**src/hw/rtl/fte_pkg.sv**
```systemverilog
// ----------------------------------------------------------------------------
// fte_pkg
// Shared types, codes and the control store of the fenwick tree engine.
// ----------------------------------------------------------------------------
package fte_pkg;

  localparam int IDX_W  = 11;
  localparam int OUT_W  = 32;
  localparam int FUNC_W = 2;
  localparam int UPC_W  = 4;

  localparam logic [IDX_W-1:0] SIZE_RESET = 11'd1024;

  typedef enum logic [FUNC_W-1:0] {
    FUNC_ADD    = 2'd0,
    FUNC_PREFIX = 2'd1,
    FUNC_RANGE  = 2'd2,
    FUNC_SELECT = 2'd3
  } func_t;

  // datapath operation of one step
  typedef enum logic [3:0] {
    OP_NOP        = 4'd0,
    OP_LOAD_P     = 4'd1,
    OP_LOAD_R     = 4'd2,
    OP_SAVE_LO    = 4'd3,
    OP_PWALK      = 4'd4,
    OP_LOAD_ADD   = 4'd5,
    OP_AWALK      = 4'd6,
    OP_SINIT      = 4'd7,
    OP_SREAD      = 4'd8,
    OP_SEVAL      = 4'd9,
    OP_EMIT_SUM   = 4'd10,
    OP_EMIT_RANGE = 4'd11,
    OP_EMIT_SEL   = 4'd12
  } op_t;

  // jump condition
  typedef enum logic [1:0] {
    JMP_NEVER     = 2'd0,
    JMP_IDX_NZ    = 2'd1,
    JMP_ADD_MORE  = 2'd2,
    JMP_STEP_MORE = 2'd3
  } cond_t;

  typedef logic [UPC_W-1:0] upc_t;

  typedef struct packed {
    op_t   op;
    cond_t cond;
    upc_t  target;
    logic  emit;
    logic  last;
  } ucode_t;

  typedef struct packed {
    logic idx_nz;
    logic add_more;
    logic step_more;
  } dp_stat_t;

  // program addresses
  localparam upc_t UA_P_LOAD  = 4'd0;
  localparam upc_t UA_P_WALK  = 4'd1;
  localparam upc_t UA_P_RES   = 4'd2;
  localparam upc_t UA_R_LOAD  = 4'd3;
  localparam upc_t UA_R_WALK1 = 4'd4;
  localparam upc_t UA_R_SAVE  = 4'd5;
  localparam upc_t UA_R_WALK2 = 4'd6;
  localparam upc_t UA_R_RES   = 4'd7;
  localparam upc_t UA_A_LOAD  = 4'd8;
  localparam upc_t UA_A_WALK  = 4'd9;
  localparam upc_t UA_S_INIT  = 4'd10;
  localparam upc_t UA_S_READ  = 4'd11;
  localparam upc_t UA_S_EVAL  = 4'd12;
  localparam upc_t UA_S_RES   = 4'd13;

  function automatic ucode_t uc(op_t op, cond_t cond, upc_t target, logic emit,
                                logic last);
    ucode_t w;
    w.op     = op;
    w.cond   = cond;
    w.target = target;
    w.emit   = emit;
    w.last   = last;
    return w;
  endfunction

  localparam ucode_t UC_IDLE = '{op: OP_NOP, cond: JMP_NEVER, target: 4'd0,
                                 emit: 1'b0, last: 1'b1};

  function automatic ucode_t ucode_rom(upc_t a);
    ucode_t w;
    case (a)
      UA_P_LOAD:  w = uc(OP_LOAD_P,     JMP_NEVER,     UA_P_LOAD,  1'b0, 1'b0);
      UA_P_WALK:  w = uc(OP_PWALK,      JMP_IDX_NZ,    UA_P_WALK,  1'b0, 1'b0);
      UA_P_RES:   w = uc(OP_EMIT_SUM,   JMP_NEVER,     UA_P_LOAD,  1'b1, 1'b1);
      UA_R_LOAD:  w = uc(OP_LOAD_R,     JMP_NEVER,     UA_R_LOAD,  1'b0, 1'b0);
      UA_R_WALK1: w = uc(OP_PWALK,      JMP_IDX_NZ,    UA_R_WALK1, 1'b0, 1'b0);
      UA_R_SAVE:  w = uc(OP_SAVE_LO,    JMP_NEVER,     UA_R_SAVE,  1'b0, 1'b0);
      UA_R_WALK2: w = uc(OP_PWALK,      JMP_IDX_NZ,    UA_R_WALK2, 1'b0, 1'b0);
      UA_R_RES:   w = uc(OP_EMIT_RANGE, JMP_NEVER,     UA_R_LOAD,  1'b1, 1'b1);
      UA_A_LOAD:  w = uc(OP_LOAD_ADD,   JMP_NEVER,     UA_A_LOAD,  1'b0, 1'b0);
      UA_A_WALK:  w = uc(OP_AWALK,      JMP_ADD_MORE,  UA_A_WALK,  1'b0, 1'b1);
      UA_S_INIT:  w = uc(OP_SINIT,      JMP_NEVER,     UA_S_INIT,  1'b0, 1'b0);
      UA_S_READ:  w = uc(OP_SREAD,      JMP_NEVER,     UA_S_READ,  1'b0, 1'b0);
      UA_S_EVAL:  w = uc(OP_SEVAL,      JMP_STEP_MORE, UA_S_READ,  1'b0, 1'b0);
      UA_S_RES:   w = uc(OP_EMIT_SEL,   JMP_NEVER,     UA_S_INIT,  1'b1, 1'b1);
      default:    w = UC_IDLE;
    endcase
    return w;
  endfunction

  function automatic upc_t dispatch(func_t f);
    upc_t a;
    case (f)
      FUNC_ADD:    a = UA_A_LOAD;
      FUNC_PREFIX: a = UA_P_LOAD;
      FUNC_RANGE:  a = UA_R_LOAD;
      FUNC_SELECT: a = UA_S_INIT;
      default:     a = UA_P_LOAD;
    endcase
    return a;
  endfunction

endpackage

```
**src/hw/rtl/fte_useq.sv**
```systemverilog
// ----------------------------------------------------------------------------
// fte_useq
// Step counter over the control store, with dispatch and conditional jumps.
// ----------------------------------------------------------------------------
module fte_useq (
  input  logic             clk,
  input  logic             rst_n,
  input  logic             start,
  input  fte_pkg::func_t   func,
  input  fte_pkg::dp_stat_t stat,
  input  logic             out_block,
  output fte_pkg::ucode_t  cw,
  output logic             emit_fire,
  output logic             busy
);
  import fte_pkg::*;

  upc_t upc_r, upc_nxt;
  logic busy_r, busy_nxt;
  logic take;
  logic stall;

  always_comb begin
    cw = busy_r ? ucode_rom(upc_r) : UC_IDLE;
    case (cw.cond)
      JMP_NEVER:     take = 1'b0;
      JMP_IDX_NZ:    take = stat.idx_nz;
      JMP_ADD_MORE:  take = stat.add_more;
      JMP_STEP_MORE: take = stat.step_more;
      default:       take = 1'b0;
    endcase
    stall     = cw.emit && out_block;
    emit_fire = cw.emit && !out_block;

    upc_nxt  = upc_r;
    busy_nxt = busy_r;
    if (start) begin
      upc_nxt  = dispatch(func);
      busy_nxt = 1'b1;
    end else if (busy_r && !stall) begin
      if (take) begin
        upc_nxt = cw.target;
      end else if (cw.last) begin
        busy_nxt = 1'b0;
      end else begin
        upc_nxt = upc_r + 1'b1;
      end
    end
  end

  always_ff @(posedge clk) begin
    if (!rst_n) begin
      upc_r  <= '0;
      busy_r <= 1'b0;
    end else begin
      upc_r  <= upc_nxt;
      busy_r <= busy_nxt;
    end
  end

  assign busy = busy_r;

endmodule

```
**config.mk**
```make
export PLATFORM = sky130hd
export DESIGN_NAME = fte_useq
export DESIGN_NICKNAME = d
export VERILOG_FILES = /design/src/hw/rtl/fte_pkg.sv /design/src/hw/rtl/fte_useq.sv
export SDC_FILE = /design/constraint.sdc
export NUM_CORES = 1
export LEC_CHECK = 0
export BUFFER_PORTS_ARGS = -buffer_cell sky130_fd_sc_hd__buf_2
export CAP_MARGIN = 20
export CORE_UTILIZATION = 40
export CTS_CLUSTER_DIAMETER = 30
export DETAILED_ROUTE_END_ITERATION = 8
export GPL_ROUTABILITY_DRIVEN = 0
export PLACE_DENSITY = 0.73
export SLEW_MARGIN = 20
export SYNTH_ARGS = -nofsm -noshare
export SYNTH_HDL_FRONTEND = slang
export SYNTH_SLANG_ARGS = --single-unit
```
**constraint.sdc**
```tcl
create_clock -name clk -period 5.1 [get_ports clk]
set_clock_uncertainty 0.15 [all_clocks]
set_input_delay 0.51 -clock clk [delete_from_list [all_inputs] [get_ports clk]]
set_output_delay 0.51 -clock clk [all_outputs]
set_load 0.005 [all_outputs]
```
==> impl_metrics.toml <==
[synthesis]
synth_warnings = 0
syn_inst = 138
synth_area_leaders = "dfxtp_1 (31%), and2_1 (6.8%), ha_1 (6.8%)"
yosys_register_bits = 17
synth-compound-area-share_pct = 28.8
postSynth.asyncResetShare_pct = 0
syn_nets = 153
ys_top_cells_by_count = "dfxtp_1 (17), inv_1 (14), and2_1 (12)"
yosys.area_share.simple_pct = 22.0
synth_top_family_by_area = "compound AO/OA/AOI/OAI gates"
synth_xor_area_share_pct = 0.788
synth-seq-area-share_pct = 30.6
synth_edf_count = 0
synth_mux_area_share_pct = 4.50
synthDistinctLibCells = 40
synth-main-ff-cell = "dfxtp_1"
synth_area_um2 = 1110
synth_fa_ha_area_share_pct = 6.76
synth_top_area_share_pct = 30.6
avgSynthCellArea_um2 = 8.05
yosysMostFrequentCell = "dfxtp_1"
yosysTopAreaCell = "dfxtp_1"

[die]
fp.dieW_um = 54.7
fp.dieH_um = 54.7
die-area_um2 = 2990
row_count = 18
start_util_pct = 43.7
io-pin-count = 23
core_um2 = 2540

[critical_path]
cp.required_ps = 5170
crit_fanout = 15
path_class = "reg -> reg"
cp_cell_sequence = "inv_1 > a21oi_1 > a21oi_1 > a31o_1 > o21ai_1 > and2_1 > ha_1 > o21ai_1 > a311o_1 > o31ai_1"
arrival_ps = 3160
cp-start-kind = "flip-flop"
crit_path_top_delay_cell = "dfxtp_1"
crit_path_max_incr_delay_ps = 590
critPathCaptureType = "flip-flop"

[clock_network]
postCtsSetupBuffers = 0
cts_max_path_buffers = 2
htreeDepth = 1
cts_tree = "built"
post_cts_resized = 0
numClockSinks = 17
clk_pin_slew_ps = 100
hold_buffers = 0
insertion_delay_ps = 300
cts-root-buf = "clkbuf_4"
cts_buffers = 3

[place]
placed_area_um2 = 1240
io_buffers = 22
place_ws_ps = 2050
dp_hpwl_um = 2030

[timing]
slew_viol_final = 0
slew_headroom_pct = 63.8
period_share_pct = 60.5
hold_viol = 0
worst_pin_slew_ps = 541
finalWorstSetupSlack_ps = 2020
period_needed_ps = 3080
finalSetupViolCount = 0
maxClockFrequency_mhz = 324
finalSetupTns_ps = 0
rsz0062_at_grt = "no"

[drt]
vias_per_cell = 5.83
drt_wl_total_um = 2700
dr.pass1.iters = 4
antenna_left = 0
first_iter_violations = 46
via_count = 1102
wl_per_cell_um = 14.3
drc = 0

[global_routing]
grtUsageTotal_pct = 20.1
grt_max_degree = 16
grt_pass1_vias = 1005
grt_pass1_wl_um = 4260
grt_util_met2_pct = 34.7
use_met1_pct = 23.5
antenna_found_initial = 0
top_usage_layer = "met2"
met3_usage_pct = 1.67
grt_overflow = 0

[layout]
syn2layout_area_growth_pct = 14.0
diodes = 0
nets = 175
stdcell_area_um2 = 1270
layout-drive-gt1-share_pct = 18.9

[power_and_ir_drop]
total_power_mw = 0.314
p_per_area_nw_per_um2 = 248
peakVddDrop_uv = 123
leakage_nw = 0.591

[hold_path]
hp-class = "in -> reg"

[run_status]
outcome = "complete, no violations"

[job]
maxCapViolCount = 0
## area by class of cell
| type | count | area, um2 |
|---|---|---|
| fill | 259 | 1280 |
| multi-input combinational | 102 | 698 |
| sequential | 17 | 340 |
| timing repair buffer | 22 | 110 |
| inverter | 14 | 52.6 |
| tap | 30 | 37.5 |
| clock buffer | 3 | 22.5 |
| clock inverter | 1 | 5.00 |
## critical path, delay by kind of cell, from the launching register on
| family | cells | cell delay (ps) |
|---|---|---|
| adder cells (fa/ha/maj) | 1 | 210 |
| AO/OA/AOI/OAI | 7 | 1650 |
| flip-flops | 1 | 590 |
| buffers and inverters | 1 | 160 |
| AND/OR/NAND/NOR | 1 | 240 |
## metal layers
layer,wire [um],vias to the layer above
met5,0,-
met4,80,0
met3,124,8
met2,1310,46
met1,1180,507
li1,-,541
## metrics by stage
step | util (%) | hold slack [ps] | cells
after detailed placement | 48.7 | 497 | 185
after CTS | 49.8 | 383 | 189
after global routing | 49.8 | 410 | 189
final | 49.8 | 393 | 189
after global placement | 48.7 | 514 | 185
after floorplan | - | 426 | 138
## final timing paths
| path | startpoint | to | slack (ps) | cells after the start |
|---|---|---|---|---|
| min reg2reg | flip-flop | busy | 520 | 4 |
| min | rst_n | flip-flop | 390 | 2 |
| max reg2reg | busy | flip-flop | 2020 | 10 |
| max | busy | flip-flop | 2020 | 10 |
## placed cells by master, fill, tap and decap left out, types with 2 or more instances in the layout
| master | instances |
|---|---|
| a21o_1 | 2 |
| nor2_1 | 7 |
| o21ai_1 | 5 |
| a211o_1 | 2 |
| ha_1 | 6 |
| buf_2 | 22 |
| clkbuf_4 | 3 |
| nand3_1 | 5 |
| nor2b_1 | 3 |
| inv_1 | 14 |
| o2111ai_1 | 2 |
| nand2_1 | 8 |
| or3_1 | 4 |
| a21oi_1 | 8 |
| o211ai_1 | 2 |
| o21ai_0 | 2 |
| and2_1 | 12 |
| nand2b_1 | 4 |
| a211oi_1 | 6 |
| dfxtp_1 | 17 |
| mux2i_1 | 5 |
## power breakdown
part	internal (mW)	leakage [nW]	switching [mW]
combinational	0.0356	0.433	0.0493
clock	0.0293	0.0177	0.0440
sequential	0.145	0.140	0.0105
## logic make-up (layout without fill, tap and decap cells)
family | after synthesis | count (layout)
DFF | 17 | 17
muxes | 5 | 5
and+or+nand+nor | 46 | 46
buffers and inverters | 19 | 40
adders and majority gates | 6 | 6
xor gates and xnor gates | 1 | 1
AOI/OAI and AO/OA | 44 | 44
Note: power is estimated with default switching activity, not from simulation.
